[src/rtl/grhc_pkg.sv]
package grhc_pkg;

  // Fixed field widths.
  localparam int unsigned HUE_BITS       = 16;
  localparam int unsigned LEVEL_BITS     = 16;
  localparam int unsigned CHANNEL_BITS   = 8;
  localparam int unsigned SECTOR_BITS    = 3;
  localparam int unsigned CFG_INDEX_BITS = 2;
  localparam int unsigned QUEUE_DEPTH    = 2;

  localparam logic [LEVEL_BITS:0] LEVEL_ONE = (LEVEL_BITS + 1)'(1) << LEVEL_BITS;
  localparam logic [HUE_BITS:0]   HUE_ONE   = (HUE_BITS + 1)'(1) << HUE_BITS;

  // Register indexes.
  localparam logic [CFG_INDEX_BITS-1:0] CFG_HUE_STEP   = 2'd0;
  localparam logic [CFG_INDEX_BITS-1:0] CFG_SATURATION = 2'd1;
  localparam logic [CFG_INDEX_BITS-1:0] CFG_BRIGHTNESS = 2'd2;

  // Register reset values.
  localparam logic [HUE_BITS-1:0]   HUE_STEP_RST   = 16'd40503;
  localparam logic [LEVEL_BITS-1:0] SATURATION_RST = 16'd58982;
  localparam logic [LEVEL_BITS-1:0] BRIGHTNESS_RST = 16'd62259;

  // Hue sectors of the six-sector HSV formula.
  localparam logic [SECTOR_BITS-1:0] SEC_RED_YELLOW     = 3'd0;
  localparam logic [SECTOR_BITS-1:0] SEC_YELLOW_GREEN   = 3'd1;
  localparam logic [SECTOR_BITS-1:0] SEC_GREEN_CYAN     = 3'd2;
  localparam logic [SECTOR_BITS-1:0] SEC_CYAN_BLUE      = 3'd3;
  localparam logic [SECTOR_BITS-1:0] SEC_BLUE_MAGENTA   = 3'd4;

  typedef struct packed {
    logic [HUE_BITS-1:0]    hue;
    logic [SECTOR_BITS-1:0] sector;
    logic [HUE_BITS-1:0]    frac;
  } hue_entry_t;

  // Packed so that red lands in the lowest bits of tdata.
  typedef struct packed {
    logic [HUE_BITS-1:0]     hue_used;
    logic [CHANNEL_BITS-1:0] blue;
    logic [CHANNEL_BITS-1:0] green;
    logic [CHANNEL_BITS-1:0] red;
  } color_t;

endpackage

[src/rtl/grhc_front.sv]
module grhc_front (
  input  logic                              clk_i,
  input  logic                              rst_ni,
  input  logic                              valid_i,
  output logic                              ready_o,
  input  logic                              load_start_i,
  input  logic [grhc_pkg::HUE_BITS-1:0]     start_hue_i,
  input  logic [grhc_pkg::HUE_BITS-1:0]     hue_step_i,
  input  logic                              full_i,
  output logic                              push_o,
  output grhc_pkg::hue_entry_t              entry_o
);

  logic [grhc_pkg::HUE_BITS-1:0] phase_q, phase_d;
  logic [grhc_pkg::HUE_BITS-1:0] base;
  logic [grhc_pkg::HUE_BITS+2:0] hue_x6;

  assign ready_o = !full_i;
  assign push_o  = valid_i && ready_o;

  assign base    = load_start_i ? start_hue_i : phase_q;
  assign phase_d = base + hue_step_i;

  // hue * 6 as a sum of two shifts; the integer part is the sector.
  assign hue_x6 = {1'b0, phase_d, 2'b00} + {2'b00, phase_d, 1'b0};

  assign entry_o.hue    = phase_d;
  assign entry_o.sector = hue_x6[grhc_pkg::HUE_BITS +: grhc_pkg::SECTOR_BITS];
  assign entry_o.frac   = hue_x6[grhc_pkg::HUE_BITS-1:0];

  always_ff @(posedge clk_i or negedge rst_ni) begin
    if (!rst_ni) begin
      phase_q <= '0;
    end else if (push_o) begin
      phase_q <= phase_d;
    end
  end

endmodule

[src/rtl/grhc_queue.sv]
module grhc_queue #(
  parameter int unsigned DEPTH = grhc_pkg::QUEUE_DEPTH
) (
  input  logic                 clk_i,
  input  logic                 rst_ni,
  input  logic                 push_i,
  input  grhc_pkg::hue_entry_t push_data_i,
  output logic                 full_o,
  input  logic                 pop_i,
  output grhc_pkg::hue_entry_t pop_data_o,
  output logic                 empty_o
);

  localparam int unsigned PTR_BITS = (DEPTH > 1) ? $clog2(DEPTH) : 1;
  localparam int unsigned CNT_BITS = $clog2(DEPTH + 1);
  localparam logic [PTR_BITS-1:0] LAST_PTR = PTR_BITS'(DEPTH - 1);
  localparam logic [CNT_BITS-1:0] FULL_CNT = CNT_BITS'(DEPTH);

  grhc_pkg::hue_entry_t slots_q [DEPTH];
  logic [PTR_BITS-1:0] wr_ptr_q, rd_ptr_q;
  logic [CNT_BITS-1:0] count_q;

  assign full_o     = (count_q == FULL_CNT);
  assign empty_o    = (count_q == '0);
  assign pop_data_o = slots_q[rd_ptr_q];

  always_ff @(posedge clk_i or negedge rst_ni) begin
    if (!rst_ni) begin
      wr_ptr_q <= '0;
      rd_ptr_q <= '0;
      count_q  <= '0;
    end else begin
      if (push_i) begin
        wr_ptr_q <= (wr_ptr_q == LAST_PTR) ? '0 : wr_ptr_q + 1'b1;
      end
      if (pop_i) begin
        rd_ptr_q <= (rd_ptr_q == LAST_PTR) ? '0 : rd_ptr_q + 1'b1;
      end
      if (push_i && !pop_i) begin
        count_q <= count_q + 1'b1;
      end else if (pop_i && !push_i) begin
        count_q <= count_q - 1'b1;
      end
    end
  end

  always_ff @(posedge clk_i) begin
    if (push_i) begin
      slots_q[wr_ptr_q] <= push_data_i;
    end
  end

endmodule

[src/rtl/grhc_back.sv]
module grhc_back (
  input  logic                            clk_i,
  input  logic                            rst_ni,
  input  logic                            empty_i,
  input  grhc_pkg::hue_entry_t            entry_i,
  output logic                            pop_o,
  input  logic [grhc_pkg::LEVEL_BITS-1:0] saturation_i,
  input  logic [grhc_pkg::LEVEL_BITS-1:0] brightness_i,
  output logic                            valid_o,
  input  logic                            ready_i,
  output grhc_pkg::color_t                color_o
);

  localparam int unsigned LB = grhc_pkg::LEVEL_BITS;
  localparam int unsigned HB = grhc_pkg::HUE_BITS;
  localparam int unsigned CB = grhc_pkg::CHANNEL_BITS;

  typedef enum logic [2:0] {
    B_IDLE  = 3'b001,
    B_FRAC  = 3'b010,
    B_LEVEL = 3'b100
  } back_state_e;

  back_state_e state_q, state_d;
  grhc_pkg::hue_entry_t work_q;
  logic [LB-1:0] fs_q, gs_q;
  logic          out_valid_q;
  grhc_pkg::color_t out_q;

  logic [HB:0]      one_minus_f;
  logic [HB+LB:0]   fs_prod, gs_prod;
  logic [2*LB:0]    p_prod, q_prod, t_prod;
  logic [LB-1:0]    p_lvl, q_lvl, t_lvl, v_lvl;
  logic [LB-1:0]    r_lvl, g_lvl, b_lvl;
  logic             out_free;
  logic             load_out;

  assign out_free = !out_valid_q || ready_i;
  assign pop_o    = (state_q == B_IDLE) && !empty_i;
  assign load_out = (state_q == B_LEVEL) && out_free;

  // First step: f*S and (1-f)*S, floored to the level format.
  assign one_minus_f = grhc_pkg::HUE_ONE - {1'b0, work_q.frac};
  assign fs_prod = (HB + LB + 1)'({1'b0, work_q.frac} * saturation_i);
  assign gs_prod = (HB + LB + 1)'(one_minus_f * saturation_i);

  // Second step: the three scaled levels.
  assign v_lvl  = brightness_i;
  assign p_prod = (2 * LB + 1)'(v_lvl * (grhc_pkg::LEVEL_ONE - {1'b0, saturation_i}));
  assign q_prod = (2 * LB + 1)'(v_lvl * (grhc_pkg::LEVEL_ONE - {1'b0, fs_q}));
  assign t_prod = (2 * LB + 1)'(v_lvl * (grhc_pkg::LEVEL_ONE - {1'b0, gs_q}));
  assign p_lvl  = p_prod[LB +: LB];
  assign q_lvl  = q_prod[LB +: LB];
  assign t_lvl  = t_prod[LB +: LB];

  always_comb begin
    case (work_q.sector)
      grhc_pkg::SEC_RED_YELLOW: begin
        r_lvl = v_lvl; g_lvl = t_lvl; b_lvl = p_lvl;
      end
      grhc_pkg::SEC_YELLOW_GREEN: begin
        r_lvl = q_lvl; g_lvl = v_lvl; b_lvl = p_lvl;
      end
      grhc_pkg::SEC_GREEN_CYAN: begin
        r_lvl = p_lvl; g_lvl = v_lvl; b_lvl = t_lvl;
      end
      grhc_pkg::SEC_CYAN_BLUE: begin
        r_lvl = p_lvl; g_lvl = q_lvl; b_lvl = v_lvl;
      end
      grhc_pkg::SEC_BLUE_MAGENTA: begin
        r_lvl = t_lvl; g_lvl = p_lvl; b_lvl = v_lvl;
      end
      default: begin
        r_lvl = v_lvl; g_lvl = p_lvl; b_lvl = q_lvl;
      end
    endcase
  end

  always_comb begin
    state_d = state_q;
    case (state_q)
      B_IDLE: begin
        if (!empty_i) state_d = B_FRAC;
      end
      B_FRAC: begin
        state_d = B_LEVEL;
      end
      B_LEVEL: begin
        if (out_free) state_d = B_IDLE;
      end
      default: begin
        state_d = B_IDLE;
      end
    endcase
  end

  always_ff @(posedge clk_i or negedge rst_ni) begin
    if (!rst_ni) begin
      state_q     <= B_IDLE;
      out_valid_q <= 1'b0;
    end else begin
      state_q <= state_d;
      if (load_out) begin
        out_valid_q <= 1'b1;
      end else if (ready_i) begin
        out_valid_q <= 1'b0;
      end
    end
  end

  always_ff @(posedge clk_i) begin
    if (pop_o) begin
      work_q <= entry_i;
    end
    if (state_q == B_FRAC) begin
      fs_q <= fs_prod[HB +: LB];
      gs_q <= gs_prod[HB +: LB];
    end
    if (load_out) begin
      out_q.red      <= r_lvl[LB-1 -: CB];
      out_q.green    <= g_lvl[LB-1 -: CB];
      out_q.blue     <= b_lvl[LB-1 -: CB];
      out_q.hue_used <= work_q.hue;
    end
  end

  assign valid_o = out_valid_q;
  assign color_o = out_q;

endmodule

[src/rtl/golden_ratio_hue_color_generator.sv]
// An input is queued, popped into the work register, then its fractional products and
// color are registered. The three-step back-end sequencer (fetch from queue, fractional
// products, level products) pops nothing until the output register takes the color; the
// front end takes an item every cycle until the 2-entry queue fills. The output register
// holds a finished color while the next is computed. Reset clears the hue phase to zero,
// loads the default step, saturation and brightness, and empties the queue.
module golden_ratio_hue_color_generator #(
  parameter int unsigned QUEUE_DEPTH = grhc_pkg::QUEUE_DEPTH
) (
  input  logic                                    clk_i,
  input  logic                                    rst_ni,
  input  logic                                    s_axis_tvalid,
  output logic                                    s_axis_tready,
  input  logic [15:0]                             s_axis_tdata,  // [15:0] start_hue
  input  logic [0:0]                              s_axis_tuser,  // [0] load_start
  output logic                                    m_axis_tvalid,
  input  logic                                    m_axis_tready,
  // [7:0] red, [15:8] green, [23:16] blue, [39:24] hue_used
  output logic [39:0]                             m_axis_tdata,
  input  logic                                    cfg_valid_i,
  output logic                                    cfg_ready_o,
  input  logic [grhc_pkg::CFG_INDEX_BITS-1:0]     cfg_index_i,
  input  logic [15:0]                             cfg_data_i
);

  logic [grhc_pkg::HUE_BITS-1:0]   hue_step_q;
  logic [grhc_pkg::LEVEL_BITS-1:0] saturation_q, brightness_q;
  logic                            cfg_write;

  logic                 push, pop, full, empty;
  grhc_pkg::hue_entry_t push_entry, pop_entry;
  grhc_pkg::color_t     color;

  assign cfg_ready_o = 1'b1;
  assign cfg_write   = cfg_valid_i && cfg_ready_o;

  always_ff @(posedge clk_i or negedge rst_ni) begin
    if (!rst_ni) begin
      hue_step_q   <= grhc_pkg::HUE_STEP_RST;
      saturation_q <= grhc_pkg::SATURATION_RST;
      brightness_q <= grhc_pkg::BRIGHTNESS_RST;
    end else if (cfg_write) begin
      case (cfg_index_i)
        grhc_pkg::CFG_HUE_STEP:   hue_step_q   <= cfg_data_i;
        grhc_pkg::CFG_SATURATION: saturation_q <= cfg_data_i;
        grhc_pkg::CFG_BRIGHTNESS: brightness_q <= cfg_data_i;
        default: ;
      endcase
    end
  end

  grhc_front u_front (
    .clk_i        (clk_i),
    .rst_ni       (rst_ni),
    .valid_i      (s_axis_tvalid),
    .ready_o      (s_axis_tready),
    .load_start_i (s_axis_tuser[0]),
    .start_hue_i  (s_axis_tdata),
    .hue_step_i   (hue_step_q),
    .full_i       (full),
    .push_o       (push),
    .entry_o      (push_entry)
  );

  grhc_queue #(
    .DEPTH (QUEUE_DEPTH)
  ) u_queue (
    .clk_i       (clk_i),
    .rst_ni      (rst_ni),
    .push_i      (push),
    .push_data_i (push_entry),
    .full_o      (full),
    .pop_i       (pop),
    .pop_data_o  (pop_entry),
    .empty_o     (empty)
  );

  grhc_back u_back (
    .clk_i        (clk_i),
    .rst_ni       (rst_ni),
    .empty_i      (empty),
    .entry_i      (pop_entry),
    .pop_o        (pop),
    .saturation_i (saturation_q),
    .brightness_i (brightness_q),
    .valid_o      (m_axis_tvalid),
    .ready_i      (m_axis_tready),
    .color_o      (color)
  );

  assign m_axis_tdata = color;

endmodule
[config.mk]
export PLATFORM = sky130hd
export DESIGN_NAME = golden_ratio_hue_color_generator
export DESIGN_NICKNAME = d
export VERILOG_FILES = /design/src/rtl/grhc_pkg.sv /design/src/rtl/grhc_front.sv /design/src/rtl/grhc_queue.sv /design/src/rtl/grhc_back.sv /design/src/rtl/golden_ratio_hue_color_generator.sv
export SDC_FILE = /design/constraint.sdc
export NUM_CORES = 2
export LEC_CHECK = 0
export BUFFER_PORTS_ARGS = -buffer_cell sky130_fd_sc_hd__buf_2
export CAP_MARGIN = 20
export CORE_MARGIN = 3
export CORE_UTILIZATION = 40
export CTS_BUF_LIST = sky130_fd_sc_hd__clkbuf_4
export DETAILED_ROUTE_END_ITERATION = 10
export PLACE_DENSITY = 0.65
export SLEW_MARGIN = 20
export SYNTH_ARGS = -nofsm -noshare
export SYNTH_HDL_FRONTEND = slang
export SYNTH_SLANG_ARGS = --single-unit
[constraint.sdc]
create_clock -name clk_i -period 18.65 [get_ports clk_i]
set_input_delay 0 -clock clk_i [delete_from_list [all_inputs] [get_ports clk_i]]
set_output_delay 0 -clock clk_i [all_outputs]
set_load 0.02 [all_outputs]
==> results.toml <==
[run_status]
status = "finished, final reports clean"

[synth]
synthCells = 5411
postSynth.asyncResetShare_pct = 29.6
synth_edf_count = 171
synth-simple-area-share_pct = 15.7
synth_top_family_by_area = "adder cells"
synth-compound-area-share_pct = 3.88
yosysUniqueCellTypes = 92
synth_area_leaders = "fa_1, ha_1, edfxtp_1"
synthAdderAreaFrac_pct = 51.3
synthMuxAreaShare_pct = 2.50
synth-main-ff-cell = "edfxtp_1"
synth_seq_cells = 243
ys_seq_area_share_pct = 13.5
synth.avg_cell_area_sq_um = 9.53
synth_top_area_share_pct = 38.5
synth_most_common_cell = "inv_1"
synthesis.area_sq_um = 51600
synthXorXnorAreaFrac_pct = 2.61
yosysTopAreaCell = "fa_1"
synth_commonest_cells = "inv_1, fa_1, nand2_1"
syn-num-nets = 6970
synth_warnings = 0

[worst_setup_path]
cp_top_family = "adder cells"
r2r_end = "u_back.color_o[7]$_DFFE_PP_"
slowest_stage = "dfstp_2"
worstPathArrival_ns = 9.75
cp_slowest_stage_delay_ns = 1.03
worstPathRequired_ns = 19.25
r2r_cells = 28
critPathKind = "flip-flop to flip-flop"
rrSetupSlack_ns = 9.50
critPathMostFrequentCell = "fa_1"
crit_fanout = 33
cp.buffers_inverters = 4
startpoint_type = "flip-flop"
reg2reg_from = "saturation_q[1]$_DFFE_PN1P_"
critPathCaptureType = "flip-flop"

[timing]
worst_pin_slew_ns = 1.15
period_share_pct = 49.1
fin_crit_ns = 9.15
finalHoldViolations = 0
layout_setup_ws_ns = 9.50
drv_slew = 0
finalClockSkew_ns = 0.0686
slew_headroom_pct = 23.1
setup_tns_ns = 0
rsz0062_at_grt = "no"
setup_viol = 0
fmax_ghz = 0.109

[route]
wl_per_cell_microns = 18.2
drc_errors = 0
antenna_left = 0
num_vias = 36700
wirelength_microns = 130000
routed_via_density = 5.14
drt_iter0_drc = 2386
drt_pass1_iterations = 5

[floorplan]
start_util_pct = 40.4
num_io_pins = 83
fp.dieH_microns = 365
fp-row-count = 131
die_w_microns = 365
die_area_sq_um = 133000
coreArea_sq_um = 128000

[cts]
clock_latency_ns = 0.80
cts_setup_buffers = 0
htreeDepth = 3
cts_tree = "yes"
cts.sinks = 243
cts_buffer_depth = 3
ctsHoldBuffers = 45
root_buffer = "clkbuf_4"
post_cts_resize_count = 0
clk_pin_slew_worst_paths_ns = 0.06
numCtsBuffers = 68

[global_route]
grt_pass1_wl_microns = 215000
grt_usage_pct = 20.3
grt_pass1_vias = 40300
grt-ovfl-total = 0
antenna_found_initial = 6
grt_max_degree = 55

[finish]
drive_gt1_share_pct = 8.89
finish.net_count = 6981
seqCellArea_sq_um = 6980
multiInputGateArea_sq_um = 39400
areaGrowthSynthToFinish_pct = 7.30
fillers = 12200
postLayoutCoreUtil_pct = 43.3
final_cells = 7145

[placement]
portBuffers = 81
place.gp.congestion = 0.881
dpl.hpwl_microns = 95100
dp_cells = 6967
dp_slack_ns = 9.61

[worst_hold_path]
hold_path_class = "primary input to flip-flop"
min_delay_path_depth = 3
min_to = "saturation_q[6]$_DFFE_PN1P_"
hold_start = "cfg_data_i[6]"

[job]
cap_violations = 0
-- flip-flops by register name, indices dropped and copies added (netlist names), 16 cells and up --
register         flops
brightness_q        16
hue_step_q          16
saturation_q        16
u_back.color_o      40
u_back.fs_q         16
u_back.gs_q         16
u_back.work_q       33
u_front.phase_q     16
u_queue.slots_q     66
-- worst register-to-register path: cells and delay by family, from the launching register on --
kind,cells,cell delay (ns)
fa+ha+maj,8,3.59
compound gates,8,1.88
xor+xnor,2,1.18
flops,1,1.03
simple gates,6,0.96
buf+inv,4,0.36
-- cell usage in the layout (no fill, tap or decap), types with 96 or more instances in the layout --
| cell type | n |
|---|---|
| and2_1 | 537 |
| clkbuf_4 | 101 |
| edfxtp_1 | 171 |
| fa_1 | 991 |
| ha_1 | 528 |
| inv_1 | 1158 |
| mux2_2 | 110 |
| nand2_1 | 780 |
| nor2_1 | 115 |
| xnor2_1 | 96 |
-- metrics by stage --
step,hold WS [ns],cell area (sq um)
3_3_place_gp,0.215,53900
2_1_floorplan,-0.296,51600
5_1_grt,0.0428,55300
3_5_place_dp,0.217,53900
6_report,0.0895,55300
4_1_cts,0.00138,55200
-- worst max-delay path by stage --
stage / from / end / cells after the start
CTS: saturation_q[1]$_DFFE_PN1P_ / u_back.color_o[7]$_DFFE_PP_ / 28
global route: saturation_q[1]$_DFFE_PN1P_ / u_back.color_o[7]$_DFFE_PP_ / 28
floorplan: saturation_q[0]$_DFFE_PN0P_ / u_back.color_o[7]$_DFFE_PP_ / 32
detailed placement: saturation_q[1]$_DFFE_PN1P_ / u_back.color_o[7]$_DFFE_PP_ / 27
global placement: u_back.work_q[2]$_DFFE_PP_ / u_back.gs_q[15]$_DFFE_PP_ / 28
finish: saturation_q[1]$_DFFE_PN1P_ / u_back.color_o[7]$_DFFE_PP_ / 28
-- layer usage --
layer | GRT usage [%] | wire length, microns | up-vias | share of wire [%]
met4 | 5.08 | 2830 | 2 | 2.2
met3 | 2.72 | 8370 | 203 | 6.4
met2 | 34.4 | 62700 | 1211 | 48
met1 | 27.4 | 55900 | 18900 | 43
met5 | 0 | 10 | - | 0.0077
li1 | - | - | 16500 | -
-- area by class of cell --
type	instances	share of cell area, %
Sequential cell	243	12.6
Clock buffer	101	1.37
Multi-Input combinational cell	3735	71.3
Antenna cell	6	0.0271
Timing Repair Buffer	215	2.83
Clock inverter	24	0.244
Tap cell	1662	3.76
Inverter	1159	7.86
-- cells by family (layout without fill, tap and decap cells) --
kind of cell | count (synthesis) | after routing
AOI/OAI and AO/OA | 293 | 293
xor gates and xnor gates | 153 | 153
adders and majority gates | 1519 | 1519
buffers and inverters | 1433 | 1499
DFF | 243 | 243
muxes | 115 | 115
other | 1 | 7
and+or+nand+nor | 1654 | 1654
Power is left out: the tool's default activity adds up to more than one toggle a clock period on the data nets, which glitch-free logic cannot reach.
